--- src/calendar_clock_tick_assert.svh ---
// ----------------------------------------------------------------------------
// calendar_clock_tick assertion macros
// shared property forms, clocked on clock and quiet while reset is high
// ----------------------------------------------------------------------------
`ifndef CALENDAR_CLOCK_TICK_ASSERT_SVH
`define CALENDAR_CLOCK_TICK_ASSERT_SVH

// condition in this cycle implies consequence in the same cycle
`define CCT_ASSERT_SAME(name, ante, cons) \
   name: assert property (@(posedge clock) disable iff (reset) (ante) |-> (cons)) \
      else $error("cct assertion failed");

// condition in this cycle implies consequence in the next cycle
`define CCT_ASSERT_NEXT(name, ante, cons) \
   name: assert property (@(posedge clock) disable iff (reset) (ante) |=> (cons)) \
      else $error("cct assertion failed");

`endif

--- src/cct_pkg.sv ---
// ----------------------------------------------------------------------------
// cct_pkg
// types, limits and the month length table of the calendar counter
// ----------------------------------------------------------------------------
`default_nettype none

package cct_pkg;

   // item kinds carried on tuser
   localparam logic OP_TICK = 1'b0;
   localparam logic OP_LOAD = 1'b1;

   // bus widths
   localparam int TIME_W  = 36;
   localparam int TDATA_W = 40;

   // last legal value of each counter
   localparam logic [5:0] SECOND_LAST  = 6'd59;
   localparam logic [5:0] MINUTE_LAST  = 6'd59;
   localparam logic [4:0] HOUR_LAST    = 5'd23;
   localparam logic [2:0] WEEKDAY_LAST = 3'd6;
   localparam logic [3:0] MONTH_LAST   = 4'd12;
   localparam logic [6:0] YEAR_LAST    = 7'd99;
   localparam logic [3:0] MONTH_FEB    = 4'd2;

   // full date and time, weekday in the lowest bits
   typedef struct packed {
      logic [5:0] second;
      logic [5:0] minute;
      logic [4:0] hour;
      logic [6:0] year;
      logic [3:0] month;
      logic [4:0] day;
      logic [2:0] weekday;
   } time_type;

   // saturday, january 1 of year 0, midnight
   localparam time_type TIME_RESET = '{
      second:  6'd0,
      minute:  6'd0,
      hour:    5'd0,
      year:    7'd0,
      month:   4'd1,
      day:     5'd1,
      weekday: 3'd0
   };

   // days in a month; codes without meaning count as 31
   function automatic logic [4:0] month_days(input logic [3:0] month,
                                             input logic [6:0] year);
      logic [4:0] len;
      case (month)
         4'd2:    len = (year[1:0] == 2'b00) ? 5'd29 : 5'd28;
         4'd4:    len = 5'd30;
         4'd6:    len = 5'd30;
         4'd9:    len = 5'd30;
         4'd11:   len = 5'd30;
         default: len = 5'd31;
      endcase
      return len;
   endfunction

endpackage

`default_nettype wire

--- src/calendar_clock_tick.sv ---
// Calendar counter: every item on req either loads a full date and time
// (req_tuser high) or advances the clock by one second (req_tuser low), and
// returns one item on rsp with the counter value after that change. One item
// is taken every clock cycle while rsp takes its results. An accepted item
// waits in the input register until the result register is free, and its
// new counter value is then registered and presented on rsp. The counter
// register is also the result register, and the carry chain and month length
// lookup sit between the two registers. When rsp stalls, one further item
// waits in the input register before req_tready drops.
`default_nettype none

// ----------------------------------------------------------------------------
// calendar_clock_tick
// second, minute, hour, weekday, day, month and two-digit year counter
// ----------------------------------------------------------------------------
module calendar_clock_tick import cct_pkg::*; (
   input  wire logic               clock,
   input  wire logic               reset,
   // request stream
   input  wire logic               req_tvalid,
   output logic                    req_tready,
   // set_weekday, set_day, set_month, set_year, set_hour, set_minute,
   // set_second, zero fill
   input  wire logic [TDATA_W-1:0] req_tdata,
   // op
   input  wire logic               req_tuser,
   // response stream
   output logic                    rsp_tvalid,
   input  wire logic               rsp_tready,
   // weekday_out, day_out, month_out, year_out, hour_out, minute_out,
   // second_out, zero fill
   output logic [TDATA_W-1:0]      rsp_tdata
);

`include "calendar_clock_tick_assert.svh"

   logic     s1_valid_ff;
   logic     s1_valid_in;
   logic     s1_op_ff;
   time_type s1_load_ff;
   logic     rsp_valid_ff;
   logic     rsp_valid_in;
   time_type time_ff;
   time_type time_in;
   logic     advance;
   logic     req_take;

   // handshake
   assign advance    = s1_valid_ff && (!rsp_valid_ff || rsp_tready);
   assign req_tready = !s1_valid_ff || advance;
   assign req_take   = req_tvalid && req_tready;

   // input stage control
   always_comb begin
      if (req_take) begin
         s1_valid_in = 1'b1;
      end else if (advance) begin
         s1_valid_in = 1'b0;
      end else begin
         s1_valid_in = s1_valid_ff;
      end
   end

   // result stage control
   always_comb begin
      if (advance) begin
         rsp_valid_in = 1'b1;
      end else if (rsp_tready) begin
         rsp_valid_in = 1'b0;
      end else begin
         rsp_valid_in = rsp_valid_ff;
      end
   end

   // counter update
   cct_next u_next (
      .op   (s1_op_ff),
      .cur  (time_ff),
      .load (s1_load_ff),
      .nxt  (time_in)
   );

   // control and counter registers
   always_ff @(posedge clock) begin
      if (reset) begin
         s1_valid_ff  <= 1'b0;
         rsp_valid_ff <= 1'b0;
         time_ff      <= TIME_RESET;
      end else begin
         s1_valid_ff  <= s1_valid_in;
         rsp_valid_ff <= rsp_valid_in;
         if (advance) begin
            time_ff <= time_in;
         end
      end
   end

   // input payload register
   always_ff @(posedge clock) begin
      if (req_take) begin
         s1_op_ff   <= req_tuser;
         s1_load_ff <= req_tdata[TIME_W-1:0];
      end
   end

   // outputs
   assign rsp_tvalid = rsp_valid_ff;
   assign rsp_tdata  = {{(TDATA_W-TIME_W){1'b0}}, time_ff};

   // checks
   `CCT_ASSERT_NEXT(a_stall_holds, rsp_valid_ff && !rsp_tready,
      rsp_valid_ff && $stable(time_ff))
   `CCT_ASSERT_NEXT(a_load_lands, advance && (s1_op_ff == OP_LOAD),
      time_ff == $past(s1_load_ff))
   `CCT_ASSERT_NEXT(a_second_steps,
      advance && (s1_op_ff == OP_TICK) && (time_ff.second < SECOND_LAST),
      (time_ff.second == $past(time_ff.second) + 6'd1) &&
      (time_ff.minute == $past(time_ff.minute)))
   `CCT_ASSERT_SAME(a_ready_cause, !req_tready,
      s1_valid_ff && rsp_valid_ff && !rsp_tready)

endmodule

`default_nettype wire

--- src/cct_next.sv ---
// ----------------------------------------------------------------------------
// cct_next
// next counter value for one item: a load or a one second carry chain
// ----------------------------------------------------------------------------
`default_nettype none

module cct_next import cct_pkg::*; (
   input  wire logic     op,
   input  wire time_type cur,
   input  wire time_type load,
   output time_type      nxt
);

   logic       sec_wrap;
   logic       min_wrap;
   logic       hour_wrap;
   logic       month_end;
   time_type   tick;

   // carry terms of the chain
   assign sec_wrap  = (cur.second >= SECOND_LAST);
   assign min_wrap  = sec_wrap && (cur.minute >= MINUTE_LAST);
   assign hour_wrap = min_wrap && (cur.hour >= HOUR_LAST);
   assign month_end = (cur.day >= month_days(cur.month, cur.year));

   // one second later
   always_comb begin
      tick = cur;
      tick.second = sec_wrap ? 6'd0 : cur.second + 6'd1;
      if (sec_wrap) begin
         tick.minute = (cur.minute >= MINUTE_LAST) ? 6'd0 : cur.minute + 6'd1;
      end
      if (min_wrap) begin
         tick.hour = (cur.hour >= HOUR_LAST) ? 5'd0 : cur.hour + 5'd1;
      end
      // day advance
      if (hour_wrap) begin
         tick.weekday = (cur.weekday >= WEEKDAY_LAST) ? 3'd0 : cur.weekday + 3'd1;
         if (month_end) begin
            tick.day = 5'd1;
            if (cur.month >= MONTH_LAST) begin
               tick.month = 4'd1;
               tick.year  = (cur.year >= YEAR_LAST) ? 7'd0 : cur.year + 7'd1;
            end else begin
               tick.month = cur.month + 4'd1;
            end
         end else begin
            tick.day = cur.day + 5'd1;
         end
      end
   end

   // pick load or tick
   always_comb begin
      case (op)
         OP_LOAD: nxt = load;
         OP_TICK: nxt = tick;
         default: nxt = tick;
      endcase
   end

endmodule

`default_nettype wire
--- config.mk ---
export PLATFORM = sky130hd
export DESIGN_NAME = calendar_clock_tick
export DESIGN_NICKNAME = d
export VERILOG_FILES = /design/src/cct_pkg.sv /design/src/calendar_clock_tick.sv /design/src/cct_next.sv
export VERILOG_INCLUDE_DIRS = /design/src /design/src/src
export SDC_FILE = /design/constraint.sdc
export NUM_CORES = 1
export LEC_CHECK = 0
export ABC_AREA = 1
export BUFFER_PORTS_ARGS = -buffer_cell sky130_fd_sc_hd__buf_2
export CAP_MARGIN = 25
export CORE_MARGIN = 2
export CORE_UTILIZATION = 29
export CTS_CLUSTER_DIAMETER = 120
export DETAILED_ROUTE_END_ITERATION = 8
export PLACE_DENSITY = 0.56
export SLEW_MARGIN = 25
export SYNTH_ARGS = -nofsm -noshare
export SYNTH_HDL_FRONTEND = slang
export SYNTH_SLANG_ARGS = --single-unit
--- constraint.sdc ---
create_clock -name clock -period 2.4 [get_ports clock]
set_clock_uncertainty 0.05 [all_clocks]
set_input_delay 0.48 -clock clock [delete_from_list [all_inputs] [get_ports clock]]
set_output_delay 0.48 -clock clock [all_outputs]
set_load 0.1 [all_outputs]
Word-level counts from Yosys, hierarchy flattened
Cells that the tools add are included.
{ "totals": {"reg_bits": 75, "inputBits": 45, "output_inout_bits": 42, "wordCells": 78} }
{ "op_classes": {"addsub": 7, "n_lt_le_gt_ge": 7, "n_eq_ne": 10, "n_mux": 19, "bitwise_logic": 1, "n_reduce_logical": 17} }
{ "op_table": {"columns": ["op", "n"], "rows": [
  ["one-hot mux 36 bit (2 select lines)", 1],
  ["two-way mux 19 bit", 1],
  ["two-way mux 6 bit", 3],
  ["two-way mux 5 bit", 3],
  ["two-way mux 7 bit", 2],
  ["adder 6 x 1 -> 6 bit, second input constant", 2],
  ["greater-or-equal comparator 6 bit, second input constant", 2],
  ["two-way mux 11 bit", 1],
  ["adder 5 x 1 -> 5 bit, second input constant", 2],
  ["inequality test 2 x 1 -> 1 bit, second input constant", 5],
  ["one-hot mux 5 bit (2 select lines)", 1],
  ["== test 4 x 3 -> 1 bit, second input constant", 2],
  ["== test 4 bit, second input constant", 2],
  ["adder 7 x 1 -> 7 bit, second input constant", 1],
  ["greater-or-equal comparator 7 bit, second input constant", 1],
  ["AND reduction 2 bit", 3],
  ["greater-or-equal comparator 5 bit", 1],
  ["greater-or-equal comparator 5 bit, second input constant", 1],
  ["two-way mux 1 bit", 5],
  ["adder 4 x 1 -> 4 bit, second input constant", 1],
  ["== test 4 x 2 -> 1 bit, second input constant", 1],
  ["greater-or-equal comparator 4 bit, second input constant", 1],
  ["logical AND 1 bit", 4],
  ["two-way mux 4 bit", 1],
  ["other kinds (11)", 14]
]} }

Logic depth before layout (Yosys ltp)
{ "depth": {"ltp_word": 7, "ltp_mapped": 16, "ltp_nobuf": 15} }

Modules after synthesis
A second synthesis with hierarchy kept.
{ "unflattened": {"hier_cells": 570, "hier_area_um2": 4362.9} }
{ "by_module_without_submodules": {"columns": ["mod", "n_inst", "cells_each", "area_per_inst_um2", "seq_area_each_um2"], "rows": [
  ["calendar_clock_tick", 1, 284, 2874.0, 1871.8],
  ["cct_next", 1, 286, 1488.9, 0.0]
]} }

Worst setup path after synthesis
Ideal clock, no wire load.
{ "synth_path": {"path_type": "reg-to-reg", "startpoint": "register rsp_valid_ff, in the netlist rsp_tvalid", "endpoint": "register s1_load_ff[0] (netlist name), enable pin", "setup_ps": 425, "arrival_time_ps": 2790, "required_ps": 1925, "setup_slack_ps": -865, "stages_incl_launch_ff": 4, "n_path_buf": 0, "synth_period_minus_slack_ps": 3265, "path_cell_list": "dfxtp_1 nand3_1 nand2_1 inv_1"} }
{ "synth_via": {"elab_chain_cells": 5} }
{ "synth_rtl": {"columns": ["item", "line", "rtl"], "rows": [
  ["start, declared", "calendar_clock_tick.sv:41", "logic rsp_valid_ff;"],
  ["start signal, assigned", "calendar_clock_tick.sv:91", "rsp_valid_ff <= rsp_valid_in;"],
  ["logical NOT 1 bit", "calendar_clock_tick.sv:49", "assign advance = s1_valid_ff && (!rsp_valid_ff || rsp_tready);"],
  ["logical OR 1 bit", "calendar_clock_tick.sv:49", null],
  ["logical AND 1 bit", "calendar_clock_tick.sv:49", null],
  ["logical OR 1 bit", "calendar_clock_tick.sv:50", "assign req_tready = !s1_valid_ff || advance;"],
  ["named net req_tready", "calendar_clock_tick.sv:21", "output logic req_tready,"],
  ["logical AND 1 bit", "calendar_clock_tick.sv:51", "assign req_take = req_tvalid && req_tready;"],
  ["named net req_take", "calendar_clock_tick.sv:46", "logic req_take;"],
  ["end signal, assigned", "calendar_clock_tick.sv:102", "s1_load_ff <= req_tdata[TIME_W-1:0];"],
  ["end, declared", "calendar_clock_tick.sv:40", "time_type s1_load_ff;"]
]} }
The timed path passes the listed nets, and every way through them passes these cells.
A chain may end at the register's enable or synchronous reset.

Worst setup path in the final report
{ "layout_path": {"startpoint": "register time_ff, in the netlist rsp_tdata[8]", "endpoint": "register time_ff, in the netlist rsp_tdata[14]"} }
{ "layout_via": {"elab_chain_cells": 6, "elab_cells_between_ends": 12, "classes_between": "order compare (2); eq/ne (7); mux (1); reduce/logical (2)"} }
{ "layout_rtl": {"columns": ["item", "line", "rtl"], "rows": [
  ["start, declared", "calendar_clock_tick.sv:43", "time_type time_ff;"],
  ["start signal, assigned", "calendar_clock_tick.sv:93", "time_ff <= time_in;"],
  ["== test 4 x 3 -> 1 bit or == test 4 bit (tied branches)", "cct_pkg.sv:52", "case (month)"],
  ["OR reduction 4 bit (no source line)", null, null],
  ["one-hot mux 5 bit (2 select lines)", "cct_pkg.sv:52", null],
  ["greater-or-equal comparator 5 bit", "cct_next.sv:24", "assign month_end = (cur.day >= month_days(cur.month, cur.year));"],
  ["inequality test 2 x 1 -> 1 bit (no source line)", null, null],
  ["AND reduction 4 bit (no source line) (*)", null, null]
]} }
Every way passes the cells marked *; elsewhere a longest branch is shown, timed or not.

==> impl_results.rst <==
.. list-table::
   :header-rows: 1

   * - Metric
     - Value
   * - Time the final worst path needs with I/O delays and setup
     - 2.17 ns
   * - Core area
     - 12000 sq um
   * - Portion of the post-synthesis area used by sequential elements
     - 52.9%
   * - Width of the die
     - 114 um
   * - IR Drop Worst-Case VDD
     - 400 uV
   * - Insertion delay to the later sink of the worst-skew pair
     - 0.34 ns
   * - Crit path arrival time
     - 2.35 ns
   * - Most common cell on crit path
     - nand2_1
   * - Count of warnings emitted by yosys
     - 0
   * - Non-filler cells, final
     - 636
   * - Deepest level of the CTS H-tree
     - 3
   * - Total number of clock tree sinks
     - 75
   * - Maximum capacitance violations
     - 0
   * - Number of global-route vias before repair
     - 2744
   * - Number of antenna violations at the first check in global routing
     - 0
   * - Startpoint Class
     - flop
   * - CP top delay family
     - simple AND/OR/NAND/NOR gates
   * - Hold crit path type
     - in -> reg
   * - Worst path max stage delay
     - 0.38 ns
   * - Drt via density
     - 4.61
   * - Post-detailed-routing wire length
     - 8480 um
   * - Inserted Diodes
     - 0
   * - Crit path buffers/inverters
     - 1
   * - Largest fanout of any net on the critical path
     - 7
   * - Setup total negative slack
     - 0 ns
   * - Maximum number of pins on one net before global-route repair
     - 23
   * - Placed cell areas
     - 4120 sq um
   * - Clk root buf
     - clkbuf_16
   * - Most frequent cells in the layout
     - nand2_1, buf_2, nor2_1
   * - Pwr/cell area
     - 709 nW/um^2
   * - Placed cells
     - 619
   * - Kind of capture point of the worst setup path
     - flop
   * - Clock tree from TritonCTS
     - yes
   * - Final HPWL from detailed placement
     - 5970 um
   * - Post-layout nets
     - 543
   * - Number of storage elements in the synthesis netlist
     - 75
   * - CTS Buffer Depth
     - 2
   * - Pre-antenna DRT Iters
     - 4
   * - Critical path class
     - reg -> reg
   * - Count of vias placed by the detailed router
     - 2933
   * - Share of the synthesized netlist area taken by xor and xnor gates
     - 2.72%
   * - Final hold vios
     - 0
   * - Port Buffers
     - 78
   * - Footprint of the multi-input gates
     - 1520 sq um
   * - Share of the cycle needed by the critical path after routing
     - 90.4%
   * - Overflow left after global routing
     - 0
   * - Met1 usage
     - 17.5%
   * - Global-route track usage on met3
     - 3.65%
   * - Starting DRT DRC Count
     - 91
   * - Cells along the critical path
     - inv_1, ha_1, o21ai_1, a21oi_1, a21oi_1, ha_1, o21ai_0, nand2_1, nand2_2, nand2_4, nand3_4, nand2_1, nand2_1, nor2_1
   * - Total die area
     - 13100 sq um
   * - Critical path data required time
     - 2.58 ns
   * - Initial Util
     - 29.6%
   * - Clock-pin slew reported for the worst setup and hold paths after clock tree synthesis
     - 0.06 ns
   * - Per-instance average area after synthesis
     - 8.91 sq um
   * - Floorplan die height
     - 114 um
   * - Wire length per cell
     - 13.3 um
   * - Compound-gate portion of the synthesized area
     - 13.3%
   * - Met2 Usage GRT
     - 20.4%
   * - Final max-slew violation count
     - 0
   * - Post-Layout Inst Area
     - 4430 sq um
   * - Share of final-layout standard cells stronger than drive strength 1
     - 25.4%
   * - Largest family of logic cells by synthesized area
     - simple AND/OR/NAND/NOR gates
   * - Number of nets still failing antenna checks after routing
     - 0
   * - TritonCTS Buffers
     - 9
   * - Post-synthesis to final-layout area growth
     - 25.3%
   * - Global-route total usage across every layer
     - 13.4%
   * - Layer with the highest usage after global routing
     - met2
   * - Global-route wire length before repair
     - 13400 um
   * - Area of all sequential standard cells
     - 1890 sq um
   * - Residual DRC
     - 0
   * - Number of cell rows
     - 40
   * - Number of I/O pins
     - 87
   * - Synth Area in Simple Gates
     - 20.2%
   * - Synth Area in Adders
     - 4.95%
   * - Count of filler cells inserted in the layout
     - 1211
   * - Maximum operating frequency
     - 461 MHz
   * - Slowest-stage cell, CP
     - dfxtp_4
   * - RSZ-0062 raised after global routing
     - no
   * - Post-synth design cell area
     - 3540 sq um
   * - Finish-stage setup viols
     - 0
   * - WHS
     - 0.263 ns
   * - Portion of netlist area occupied by mux cells
     - 0%
   * - Synth cell types
     - 36
   * - Leading cell type in the layout, fill and taps excluded
     - nand2_1
   * - Cells after Synth
     - 397
   * - Status
     - complete, no violations
   * - Leakage power of the design
     - 0.00199 uW
   * - Placer's final routability congestion estimate
     - 0.806
==> sequential cells by signal (all words and copies together) (netlist names) <==
name and count:
rsp_tdata 36, rsp_tvalid 1, s1_load_ff 36, s1_op_ff 1, s1_valid_ff 1
==> kinds of logic after synthesis <==
kind of cell               after synthesis
buffers and inverters                   46
AOI/OAI and AO/OA                       89
DFF                                     75
other                                    1
xor gates and xnor gates                11
and+or+nand+nor                        161
adders and majority gates               14
==> metrics by stage <==
| step | setup slack [ns] | power, uW | util (%) |
|---|---|---|---|
| final | 0.230 | 3140 | 37.1 |
| after global routing | 0.0146 | 3280 | 37.1 |
| after CTS | 0.0425 | 3180 | 36.7 |
| after detailed placement | 0.110 | 1870 | 34.4 |
| after global placement | 0.147 | 1870 | 34.4 |
| after floorplan | 0.0381 | 1770 | - |
==> Yosys cell counts <==
cell | n | area (sq um)
a211oi_1 | 1 | 7.51
a21oi_1 | 39 | 195
a22o_1 | 2 | 17.5
a31oi_1 | 2 | 12.5
and3_1 | 1 | 6.26
buf_1 | 1 | 3.75
buf_2 | 3 | 15.0
buf_4 | 4 | 30.0
buf_6 | 2 | 22.5
clkbuf_1 | 2 | 7.51
clkinv_1 | 1 | 3.75
clkinv_2 | 1 | 5.00
conb_1 | 1 | 3.75
dfxtp_1 | 38 | 761
edfxtp_1 | 37 | 1110
ha_1 | 14 | 175
inv_1 | 29 | 109
inv_2 | 3 | 11.3
nand2_1 | 82 | 308
nand2_2 | 3 | 18.8
nand2_4 | 3 | 33.8
nand3_1 | 16 | 80.1
nand3_2 | 3 | 30.0
nand3b_1 | 2 | 15.0
nand4_1 | 2 | 12.5
nor2_1 | 45 | 169
nor2_2 | 1 | 6.26
nor2_8 | 1 | 20.0
nor3b_1 | 1 | 7.51
o21ai_0 | 41 | 205
o21ai_2 | 2 | 17.5
o22ai_1 | 1 | 6.26
o31ai_1 | 1 | 7.51
or2_2 | 1 | 6.26
xnor2_1 | 3 | 26.3
xor2_1 | 8 | 70.1
==> layout make-up <==
cell class / instances / area share (%)
tap: 147 / 4.15
sequential: 75 / 42.5
multi-input combinational: 280 / 34.3
clock inverter: 4 / 0.960
timing repair buffer: 84 / 9.82
clock buffer: 12 / 5.34
inverter: 34 / 2.91
==> routing by layer <==
metal,up-vias,wire [um]
met5,-,0
met4,0,139
met3,10,408
met2,63,3970
met1,1349,3970
li1,1511,-
==> power breakdown <==
part	switching [uW]	total, uW	leakage, uW	internal [uW]
clock network	495	1290	0.000136	797
registers	41.5	1450	0.000674	1410
logic	312	402	0.00118	89.9
total	848	3140	0.00199	2290
==> path summary, 6_finish.rpt <==
kind | start | endpoint | slack (ns) | cells past startpoint
max | rsp_tdata[8] | rsp_tdata[14] | 0.23 | 14
min | req_tdata[7] | s1_load_ff[7] | 0.26 | 1
max reg2reg | rsp_tdata[8] | rsp_tdata[14] | 0.23 | 14
min reg2reg | s1_load_ff[24] | rsp_tdata[24] | 0.44 | 2
==> repair_timing <==
action / CTS / global route
hold buffers: 0 / 0
endpoints found under the setup margin: 0 / 13
resized for setup: 0 / 6
setup buffers: 0 / 0
endpoints found under the hold margin: 0 / 0
==> worst reg2reg max path, stage by stage, from the launching register on <==
cell and delay (ns):
dfxtp_4 0.38, inv_1 0.06, ha_1 0.21, o21ai_1 0.14
a21oi_1 0.07, a21oi_1 0.13, ha_1 0.24, o21ai_0 0.15
nand2_1 0.09, nand2_2 0.10, nand2_4 0.11, nand3_4 0.16
nand2_1 0.07, nand2_1 0.06, nor2_1 0.04
(Power assumes the default switching activity.)
